File: config.mk
export PLATFORM = sky130hd
export DESIGN_NAME = disk_seek_request_scheduler
export DESIGN_NICKNAME = d
export VERILOG_FILES = /design/src/design/dsrs_pkg.sv /design/src/design/disk_seek_request_scheduler.sv /design/src/design/dsrs_queue.sv /design/src/design/dsrs_cmp.sv
export SDC_FILE = /design/constraint.sdc
export NUM_CORES = 1
export LEC_CHECK = 0
export BUFFER_PORTS_ARGS = -buffer_cell sky130_fd_sc_hd__buf_4
export CORE_UTILIZATION = 60
export CTS_CLUSTER_DIAMETER = 200
export CTS_CLUSTER_SIZE = 30
export DETAILED_ROUTE_END_ITERATION = 8
export PLACE_DENSITY = 0.78
export SLEW_MARGIN = 20
export SYNTH_ARGS = -nofsm -noshare
export SYNTH_HDL_FRONTEND = slang
export SYNTH_HIERARCHICAL = 1
export SYNTH_SLANG_ARGS = --single-unit
File: constraint.sdc
create_clock -name clk -period 8.48 [get_ports clk]
set_clock_uncertainty 0.05 [all_clocks]
set_input_delay 1.696 -clock clk [delete_from_list [all_inputs] [get_ports clk]]
set_output_delay 1.696 -clock clk [all_outputs]
set_load 0.01 [all_outputs]
File: src/design/dsrs_pkg.sv
package dsrs_pkg;

    // default sizes
    localparam int QUEUE_DEPTH_DEF = 16;
    localparam int TRACK_BITS_DEF  = 12;

    // fixed field widths
    localparam int CFG_INDEX_BITS = 2;
    localparam int CFG_DATA_BITS  = 12;
    localparam int TAG_BITS       = 8;
    localparam int SUM_BITS       = 24;
    localparam int COUNT_BITS     = 16;

    localparam logic [CFG_DATA_BITS-1:0] START_RESET = CFG_DATA_BITS'(90);

    // register indexes
    localparam logic [CFG_INDEX_BITS-1:0] REG_MODE  = 2'd0;
    localparam logic [CFG_INDEX_BITS-1:0] REG_START = 2'd1;

    // policy codes, code 3 is served as first come first served
    localparam logic [1:0] MODE_FCFS = 2'd0;
    localparam logic [1:0] MODE_SSTF = 2'd1;
    localparam logic [1:0] MODE_LOOK = 2'd2;

    // commands
    localparam logic CMD_ENQUEUE  = 1'b0;
    localparam logic CMD_DISPATCH = 1'b1;

    // result status codes
    localparam logic [1:0] STAT_ENQUEUED = 2'd0;
    localparam logic [1:0] STAT_FULL     = 2'd1;
    localparam logic [1:0] STAT_SERVED   = 2'd2;
    localparam logic [1:0] STAT_EMPTY    = 2'd3;

    // control into the compare unit
    typedef struct packed {
        logic [1:0] mode;
        logic       sweep_up;
        logic       best_vld;
    } pick_ctrl_t;

endpackage

File: src/design/disk_seek_request_scheduler.sv
// channel   | signals                                        | handshake
// ----------+------------------------------------------------+----------------------------
// request   | command, request_id, track                     | start && !busy
// result    | status, served_id, served_track, seek_distance,| result_valid, one cycle,
//           | total_distance, served_count                   | no back-pressure
// config    | cfg_index, cfg_wdata                           | cfg_valid && cfg_ready
//
// an enqueue or an empty dispatch leaves busy low: the result shows the next cycle
// a serving dispatch keeps busy high through scan, shift and finish (fcfs scans only
// the oldest entry), one queue read per cycle through the single read port, a second
// scan when the elevator turns, and a close-up of the queue behind the removed entry
// results cannot be stalled by the receiver; the result shows once busy drops
// reset is asynchronous active low; the queue contents are not cleared, only its length
module disk_seek_request_scheduler #(
    parameter int QUEUE_DEPTH = dsrs_pkg::QUEUE_DEPTH_DEF,
    parameter int TRACK_BITS  = dsrs_pkg::TRACK_BITS_DEF
) (
    input  logic                                 clk,
    input  logic                                 rst_n,
    // request channel
    input  logic                                 start,
    output logic                                 busy,
    input  logic                                 command,
    input  logic [dsrs_pkg::TAG_BITS-1:0]        request_id,
    input  logic [TRACK_BITS-1:0]                track,
    // result channel
    output logic                                 result_valid,
    output logic [1:0]                           status,
    output logic [dsrs_pkg::TAG_BITS-1:0]        served_id,
    output logic [TRACK_BITS-1:0]                served_track,
    output logic [TRACK_BITS-1:0]                seek_distance,
    output logic [dsrs_pkg::SUM_BITS-1:0]        total_distance,
    output logic [dsrs_pkg::COUNT_BITS-1:0]      served_count,
    // configuration write channel
    input  logic                                 cfg_valid,
    output logic                                 cfg_ready,
    input  logic [dsrs_pkg::CFG_INDEX_BITS-1:0]  cfg_index,
    input  logic [dsrs_pkg::CFG_DATA_BITS-1:0]   cfg_wdata
);

    localparam int IDX_BITS = $clog2(QUEUE_DEPTH);
    localparam int LEN_BITS = $clog2(QUEUE_DEPTH + 1);
    localparam int TB       = dsrs_pkg::TAG_BITS;
    localparam int SB       = dsrs_pkg::SUM_BITS;
    localparam int CB       = dsrs_pkg::COUNT_BITS;
    localparam logic [LEN_BITS-1:0] LEN_FULL = LEN_BITS'(QUEUE_DEPTH);
    localparam logic [SB-1:0] SUM_MAX   = {SB{1'b1}};
    localparam logic [CB-1:0] COUNT_MAX = {CB{1'b1}};

    // idle, scan the queue for the pick, close up the queue, report
    typedef enum logic [1:0] {
        S_IDLE,
        S_SCAN,
        S_SHIFT,
        S_FINISH
    } state_t;

    state_t                state_reg, state_next;
    logic [1:0]            mode_reg, mode_next;
    logic [TRACK_BITS-1:0] head_reg, head_next;
    logic                  sweep_reg, sweep_next;
    logic [SB-1:0]         sum_reg, sum_next;
    logic [CB-1:0]         count_reg, count_next;
    logic [LEN_BITS-1:0]   len_reg, len_next;
    logic [LEN_BITS-1:0]   cnt_reg, cnt_next;
    logic                  vld_reg, vld_next;
    logic [IDX_BITS-1:0]   pidx_reg, pidx_next;
    logic                  pass2_reg, pass2_next;
    logic                  best_vld_reg, best_vld_next;
    logic [IDX_BITS-1:0]   best_idx_reg, best_idx_next;
    logic [TRACK_BITS-1:0] best_track_reg, best_track_next;
    logic [TB-1:0]         best_tag_reg, best_tag_next;
    logic                  strobe_reg, strobe_next;
    logic [1:0]            status_reg, status_next;
    logic [TB-1:0]         sid_reg, sid_next;
    logic [TRACK_BITS-1:0] dist_reg, dist_next;

    // queue memory ports
    logic                  wr_en;
    logic [IDX_BITS-1:0]   wr_addr;
    logic [TRACK_BITS-1:0] wr_track;
    logic [TB-1:0]         wr_tag;
    logic [TRACK_BITS-1:0] rd_track;
    logic [TB-1:0]         rd_tag;

    // compare unit
    dsrs_pkg::pick_ctrl_t  pick_ctrl;
    logic [TRACK_BITS-1:0] cand;
    logic                  take;
    logic [TRACK_BITS-1:0] cand_gap;

    logic                  accept;
    logic                  is_fcfs;
    logic [LEN_BITS-1:0]   scan_lim;
    logic [SB:0]           sum_wide;

    dsrs_queue #(
        .DEPTH      (QUEUE_DEPTH),
        .TRACK_BITS (TRACK_BITS),
        .IDX_BITS   (IDX_BITS)
    ) u_queue (
        .clk      (clk),
        .wr_en    (wr_en),
        .wr_addr  (wr_addr),
        .wr_track (wr_track),
        .wr_tag   (wr_tag),
        .rd_addr  (cnt_reg[IDX_BITS-1:0]),
        .rd_track (rd_track),
        .rd_tag   (rd_tag)
    );

    dsrs_cmp #(
        .TRACK_BITS (TRACK_BITS)
    ) u_cmp (
        .ctrl     (pick_ctrl),
        .head     (head_reg),
        .cand     (cand),
        .best     (best_track_reg),
        .take     (take),
        .cand_gap (cand_gap)
    );

    assign busy      = (state_reg != S_IDLE);
    assign accept    = start && !busy;
    assign cfg_ready = 1'b1;

    assign pick_ctrl.mode     = mode_reg;
    assign pick_ctrl.sweep_up = sweep_reg;
    assign pick_ctrl.best_vld = best_vld_reg;

    // the compare unit doubles as the seek distance subtractor at the end
    assign cand = (state_reg == S_FINISH) ? best_track_reg : rd_track;

    // fcfs (and the unused code) only needs the oldest entry
    assign is_fcfs  = (mode_reg != dsrs_pkg::MODE_SSTF) && (mode_reg != dsrs_pkg::MODE_LOOK);
    assign scan_lim = is_fcfs ? LEN_BITS'(1) : len_reg;

    assign sum_wide = {1'b0, sum_reg} + (SB + 1)'(cand_gap);

    // memory writes: append on enqueue, close-up during shift
    always_comb
    begin
        if (state_reg == S_SHIFT)
        begin
            wr_en    = vld_reg;
            wr_addr  = pidx_reg - IDX_BITS'(1);
            wr_track = rd_track;
            wr_tag   = rd_tag;
        end
        else
        begin
            wr_en    = accept && (command == dsrs_pkg::CMD_ENQUEUE) && (len_reg != LEN_FULL);
            wr_addr  = len_reg[IDX_BITS-1:0];
            wr_track = track;
            wr_tag   = request_id;
        end
    end

    always_comb
    begin
        state_next      = state_reg;
        mode_next       = mode_reg;
        head_next       = head_reg;
        sweep_next      = sweep_reg;
        sum_next        = sum_reg;
        count_next      = count_reg;
        len_next        = len_reg;
        cnt_next        = cnt_reg;
        vld_next        = 1'b0;
        pidx_next       = cnt_reg[IDX_BITS-1:0];
        pass2_next      = pass2_reg;
        best_vld_next   = best_vld_reg;
        best_idx_next   = best_idx_reg;
        best_track_next = best_track_reg;
        best_tag_next   = best_tag_reg;
        strobe_next     = 1'b0;
        status_next     = status_reg;
        sid_next        = sid_reg;
        dist_next       = dist_reg;

        // config writes are for the user to send only while idle; the block itself does not enforce it
        if (cfg_valid && cfg_ready)
        begin
            unique case (cfg_index)
                dsrs_pkg::REG_MODE:
                    mode_next = cfg_wdata[1:0];
                dsrs_pkg::REG_START:
                    if (count_reg == '0)
                        head_next = TRACK_BITS'(cfg_wdata);
                default:
                    ;
            endcase
        end

        unique case (state_reg)
            S_IDLE:
            begin
                if (accept)
                begin
                    sid_next  = '0;
                    dist_next = '0;
                    if (command == dsrs_pkg::CMD_ENQUEUE)
                    begin
                        strobe_next = 1'b1;
                        if (len_reg == LEN_FULL)
                            status_next = dsrs_pkg::STAT_FULL;
                        else
                        begin
                            status_next = dsrs_pkg::STAT_ENQUEUED;
                            len_next    = len_reg + LEN_BITS'(1);
                        end
                    end
                    else if (len_reg == '0)
                    begin
                        strobe_next = 1'b1;
                        status_next = dsrs_pkg::STAT_EMPTY;
                    end
                    else
                    begin
                        state_next    = S_SCAN;
                        cnt_next      = '0;
                        best_vld_next = 1'b0;
                        pass2_next    = 1'b0;
                    end
                end
            end

            S_SCAN:
            begin
                // issue one read a cycle, judge the data of the previous one
                if (cnt_reg != scan_lim)
                begin
                    cnt_next = cnt_reg + LEN_BITS'(1);
                    vld_next = 1'b1;
                end
                if (vld_reg && take)
                begin
                    best_vld_next   = 1'b1;
                    best_idx_next   = pidx_reg;
                    best_track_next = rd_track;
                    best_tag_next   = rd_tag;
                end
                if ((cnt_reg == scan_lim) && !vld_reg)
                begin
                    // nothing ahead of the sweep: turn and look the other way
                    // (every track lies on one side, so the second pass finds one)
                    if ((mode_reg == dsrs_pkg::MODE_LOOK) && !best_vld_reg && !pass2_reg)
                    begin
                        sweep_next = !sweep_reg;
                        pass2_next = 1'b1;
                        cnt_next   = '0;
                    end
                    else
                    begin
                        state_next = S_SHIFT;
                        cnt_next   = LEN_BITS'(best_idx_reg) + LEN_BITS'(1);
                    end
                end
            end

            S_SHIFT:
            begin
                // read entry i+1, write it to i on the next cycle
                if (cnt_reg != len_reg)
                begin
                    cnt_next = cnt_reg + LEN_BITS'(1);
                    vld_next = 1'b1;
                end
                else if (!vld_reg)
                    state_next = S_FINISH;
            end

            S_FINISH:
            begin
                state_next  = S_IDLE;
                strobe_next = 1'b1;
                status_next = dsrs_pkg::STAT_SERVED;
                sid_next    = best_tag_reg;
                dist_next   = cand_gap;
                head_next   = best_track_reg;
                len_next    = len_reg - LEN_BITS'(1);
                sum_next    = sum_wide[SB] ? SUM_MAX : sum_wide[SB-1:0];
                if (count_reg != COUNT_MAX)
                    count_next = count_reg + CB'(1);
            end

            default:
                state_next = S_IDLE;
        endcase
    end

    always_ff @(posedge clk or negedge rst_n)
    begin
        if (!rst_n)
        begin
            state_reg    <= S_IDLE;
            mode_reg     <= dsrs_pkg::MODE_FCFS;
            head_reg     <= TRACK_BITS'(dsrs_pkg::START_RESET);
            sweep_reg    <= 1'b1;
            sum_reg      <= '0;
            count_reg    <= '0;
            len_reg      <= '0;
            cnt_reg      <= '0;
            vld_reg      <= 1'b0;
            pass2_reg    <= 1'b0;
            best_vld_reg <= 1'b0;
            strobe_reg   <= 1'b0;
        end
        else
        begin
            state_reg    <= state_next;
            mode_reg     <= mode_next;
            head_reg     <= head_next;
            sweep_reg    <= sweep_next;
            sum_reg      <= sum_next;
            count_reg    <= count_next;
            len_reg      <= len_next;
            cnt_reg      <= cnt_next;
            vld_reg      <= vld_next;
            pass2_reg    <= pass2_next;
            best_vld_reg <= best_vld_next;
            strobe_reg   <= strobe_next;
        end
    end

    // payload registers
    always_ff @(posedge clk)
    begin
        pidx_reg       <= pidx_next;
        best_idx_reg   <= best_idx_next;
        best_track_reg <= best_track_next;
        best_tag_reg   <= best_tag_next;
        status_reg     <= status_next;
        sid_reg        <= sid_next;
        dist_reg       <= dist_next;
    end

    assign result_valid   = strobe_reg;
    assign status         = status_reg;
    assign served_id      = sid_reg;
    assign served_track   = head_reg;
    assign seek_distance  = dist_reg;
    assign total_distance = sum_reg;
    assign served_count   = count_reg;

    // queue never overfills
    assert property (@(posedge clk) disable iff (!rst_n) len_reg <= LEN_FULL)
        else $error("queue length beyond depth");

    // an enqueue with room reports enqueued on the next cycle
    assert property (@(posedge clk) disable iff (!rst_n)
        accept && (command == dsrs_pkg::CMD_ENQUEUE) && (len_reg != LEN_FULL)
        |=> result_valid && (status == dsrs_pkg::STAT_ENQUEUED))
        else $error("enqueue result missing");

    // a dispatch on a non-empty queue holds the block busy
    assert property (@(posedge clk) disable iff (!rst_n)
        accept && (command == dsrs_pkg::CMD_DISPATCH) && (len_reg != '0) |=> busy)
        else $error("dispatch did not start");

    // results only leave while idle
    assert property (@(posedge clk) disable iff (!rst_n) result_valid |-> !busy)
        else $error("result while busy");

    // a serve always finds a pick
    assert property (@(posedge clk) disable iff (!rst_n)
        (state_reg == S_FINISH) |-> best_vld_reg)
        else $error("dispatch without a pick");

endmodule

File: src/design/dsrs_queue.sv
module dsrs_queue #(
    parameter int DEPTH      = dsrs_pkg::QUEUE_DEPTH_DEF,
    parameter int TRACK_BITS = dsrs_pkg::TRACK_BITS_DEF,
    parameter int IDX_BITS   = $clog2(DEPTH)
) (
    input  logic                         clk,
    input  logic                         wr_en,
    input  logic [IDX_BITS-1:0]          wr_addr,
    input  logic [TRACK_BITS-1:0]        wr_track,
    input  logic [dsrs_pkg::TAG_BITS-1:0] wr_tag,
    input  logic [IDX_BITS-1:0]          rd_addr,
    output logic [TRACK_BITS-1:0]        rd_track,
    output logic [dsrs_pkg::TAG_BITS-1:0] rd_tag
);

    logic [TRACK_BITS-1:0]         track_mem [DEPTH];
    logic [dsrs_pkg::TAG_BITS-1:0] tag_mem   [DEPTH];

    always_ff @(posedge clk)
    begin
        if (wr_en)
        begin
            track_mem[wr_addr] <= wr_track;
            tag_mem[wr_addr]   <= wr_tag;
        end
        rd_track <= track_mem[rd_addr];
        rd_tag   <= tag_mem[rd_addr];
    end

endmodule

File: src/design/dsrs_cmp.sv
module dsrs_cmp #(
    parameter int TRACK_BITS = dsrs_pkg::TRACK_BITS_DEF
) (
    input  dsrs_pkg::pick_ctrl_t   ctrl,
    input  logic [TRACK_BITS-1:0]  head,
    input  logic [TRACK_BITS-1:0]  cand,
    input  logic [TRACK_BITS-1:0]  best,
    output logic                   take,
    output logic [TRACK_BITS-1:0]  cand_gap
);

    logic [TRACK_BITS-1:0] best_gap;
    logic                  cand_ge;
    logic                  cand_le;

    assign cand_ge  = cand >= head;
    assign cand_le  = cand <= head;
    assign cand_gap = cand_ge ? cand - head : head - cand;
    assign best_gap = (best >= head) ? best - head : head - best;

    always_comb
    begin
        case (ctrl.mode)
            dsrs_pkg::MODE_SSTF:
                take = !ctrl.best_vld || (cand_gap < best_gap) ||
                       ((cand_gap == best_gap) && (cand > best));
            dsrs_pkg::MODE_LOOK:
                if (ctrl.sweep_up)
                    take = cand_ge && (!ctrl.best_vld || (cand < best));
                else
                    take = cand_le && (!ctrl.best_vld || (cand > best));
            default:
                take = !ctrl.best_vld;
        endcase
    end

endmodule
==> metrics.yaml <==
global_routing:
  busiest_layer: "met2"
  grt_max_degree: 72
  grt_pass1_wl_um: 75000
  grt_use_total: 0.274
  gr-total-overflow: 0
  grt.met3_usage: 0.0351
  grtUsageMet1: 0.364
  use_met2: 0.469
  grt_pass1_vias: 12900
  antenna_found_initial: 1
finish:
  top_register: "u_queue/track_mem"
  final_cells: 2051
  syn2layout_area_growth_pct: 8.57
  num-nets-final: 1719
  n_antenna_cell: 0
  largest_reg_flops: 192
  final_layout_size_suffix_gt1_frac: 0.196
critical_path:
  reg2reg_slack_ns: 2.51
  cp.depth: 19
  r2r_start: "state_reg[1]"
  path_max_fanout: 52
  path_cells: "ha_2, buf_4, mux2_2, fa_1, nand3_1, nand2_1, nor3_1, nor2_1, a211o_1, a31oi_1, xnor2_1, ha_1, nor2b_1, o21ai_0, o2111ai_1, o22ai_1, a41o_1, o2bb2ai_1, and3_2"
  r2r-end: "best_track_reg[7]"
  required_ns: 8.61
  endpoint: "best_track_reg[7]"
  crit_path_top_delay_cell: "buf_4"
  r2r_cells: 19
  slowest_delay_ns: 0.59
  cp_top_family: "adder cells"
  worst-endpoint-arrival_ns: 6.10
  cp.buffers_inverters: 1
  end_kind: "register"
  crit_type: "reg -> reg"
  worst_setup_path_start_kind: "register"
  crit_start: "state_reg[1]"
yosys:
  async_flop_share: 0.154
  synthFlopType: "edfxtp_1"
  yosysWarnings: 6
  syn_area_um2: 21800
  synth_seq_cells: 461
  yosysSeqAreaShare: 0.609
  synthCells: 1488
  synth_top_area_share: 0.505
  synth_edf_count: 366
  yosys.area.top_type: "edfxtp_1"
  synthTopCellsByArea: "edfxtp_1, dfrtp_1, mux4_2, ha_1, dfxtp_1"
  yosysUniqueCellTypes: 91
  syn_area_per_cell_um2: 14.6
  synth_fp_nets: 1630
run_status:
  violations: "DRC"
  status: "finished with violations"
placed_design:
  hpwl_um: 33500
  place_congestion: 0.964
  dp_cells: 2016
  io_buffers: 114
detailed_routing:
  dr.pass1.iters: 8
  vias_per_cell: 6.35
  post_drt_wl_per_cell_um: 24.4
  drt_iter0_drc: 1249
  final_antenna_net_count: 0
  vias: 13000
  wl_um: 50100
  drc: 20
timing:
  fin_setup_tns_ns: 0
  rsz0062_at_grt: "no"
  fin_crit_sh: 0.704
  max_freq_ghz: 0.168
  worst_pin_slew_ns: 1.12
  max-slew-margin-rel: 0.253
  min_period_ns: 5.97
  drv_slew: 0
  setup_viol: 0
  hold_violations: 0
worst_hold_path:
  min_path_type: "reg -> reg"
clock_network:
  htreeDepth: 1
  holdBufCountCts: 0
  cts_sinks: 461
  cts_tree: "yes"
  clk_latency_ns: 0.56
  cts-root-buf: "clkbuf_16"
  post-cts-setup-buffers: 0
  cts-resized-gates: 0
  cts.clk_slew.worst_paths_ns: 0.13
  clockBufferDepth: 3
  cts_buffers: 19
job:
  maxCapViolations: 0
die:
  core-area_um2: 35700
  ios: 116
  die-width_um: 193
  start_util: 0.611
  dieArea_um2: 37100
  rows: 69
  dieHeight_um: 193
placed cells by master, fill, tap and decap left out, types with 19 or more instances in the layout:
master,synthesis,final
clkbuf_16,0,19
mux4_2,64,64
nand3_1,26,26
mux2_2,36,36
mux2i_1,28,28
xnor2_1,36,36
buf_4,8,130
a22oi_1,41,41
and2_1,27,27
edfxtp_1,366,366
dfxtp_1,24,24
dfrtp_1,66,64
a21oi_1,82,82
nand2_1,72,72
nor2_1,80,67
inv_1,66,66
o21ai_0,38,38
xor2_1,23,23
ha_1,97,95
a21o_1,23,23
worst min-delay path by stage:
stage | depth (start not counted) | slack [ns] | to | startpoint
global route | 0 | 0.41 | best_tag_reg[3] | u_queue/rd_tag[3]
detailed placement | 0 | 0.37 | best_tag_reg[3] | u_queue/rd_tag[3]
floorplan | 0 | 0.35 | best_tag_reg[0] | u_queue/rd_tag[0]
global placement | 0 | 0.37 | best_tag_reg[3] | u_queue/rd_tag[3]
CTS | 0 | 0.39 | best_tag_reg[3] | u_queue/rd_tag[3]
finish | 0 | 0.40 | best_tag_reg[3] | u_queue/rd_tag[3]
metal layers:
metal	up-vias	share of wire
met5	-	0.00016
met4	2	0.033
met3	97	0.069
met2	543	0.50
met1	6503	0.40
li1	5886	-
cell type report:
class                           count  area (um2)
Clock buffer                       32         524
Fill cell                        2489       12000
Inverter                           67         251
Clock inverter                      2        28.8
Multi-Input combinational cell    897        8010
Sequential cell                   461       13300
Tap cell                          461         577
Timing Repair Buffer              131         987
metrics by stage:
| step | utilization | cell area (um2) | hold WS, ns | setup slack [ns] |
|---|---|---|---|---|
| after detailed placement | 0.647 | 23100 | 0.374 | 2.19 |
| after CTS | 0.663 | 23600 | 0.394 | 2.14 |
| after global routing | 0.663 | 23600 | 0.413 | 2.14 |
| after floorplan | - | 21800 | 0.353 | 2.86 |
| final | 0.663 | 23600 | 0.397 | 2.51 |
| after global placement | 0.647 | 23100 | 0.366 | 2.27 |
kinds of logic (layout without fill, tap and decap cells):
logic type	after synthesis	in the layout	share of synthesized area
fa+ha+maj	103	103	0.0612
other cells	1	1	0.000172
mux	144	144	0.117
buf+inv	130	232	0.0283
flops	461	461	0.609
simple gates	303	303	0.0710
compound gates	287	287	0.0899
xor+xnor	59	59	0.0237
cells in the mapped netlist, types with 4 or more instances:
master / n
ha_1: 97
nor4_1: 4
nand4_1: 16
nand3_1: 26
a31oi_1: 16
a21oi_1: 82
fa_1: 6
a211o_1: 4
o31ai_1: 5
mux2_2: 36
mux4_1: 16
inv_1: 66
nand2_1: 72
dfrtp_1: 66
clkbuf_1: 27
a22oi_1: 41
edfxtp_1: 366
nor2b_1: 13
buf_1: 4
xor2_1: 23
nand3b_1: 5
buf_2: 10
o211ai_1: 7
o22a_1: 9
and2_1: 27
mux2i_1: 28
dfxtp_1: 24
o21ai_0: 38
and3_1: 13
nor3_1: 15
dfstp_2: 5
nor2_1: 80
xnor2_1: 36
nand2b_1: 6
a21o_1: 23
mux4_2: 64
o21a_1: 10
buf_4: 8
buf_6: 11
Power is not shown: default switching activity piles up to over one toggle a cycle in this logic, so the estimate is an artifact.
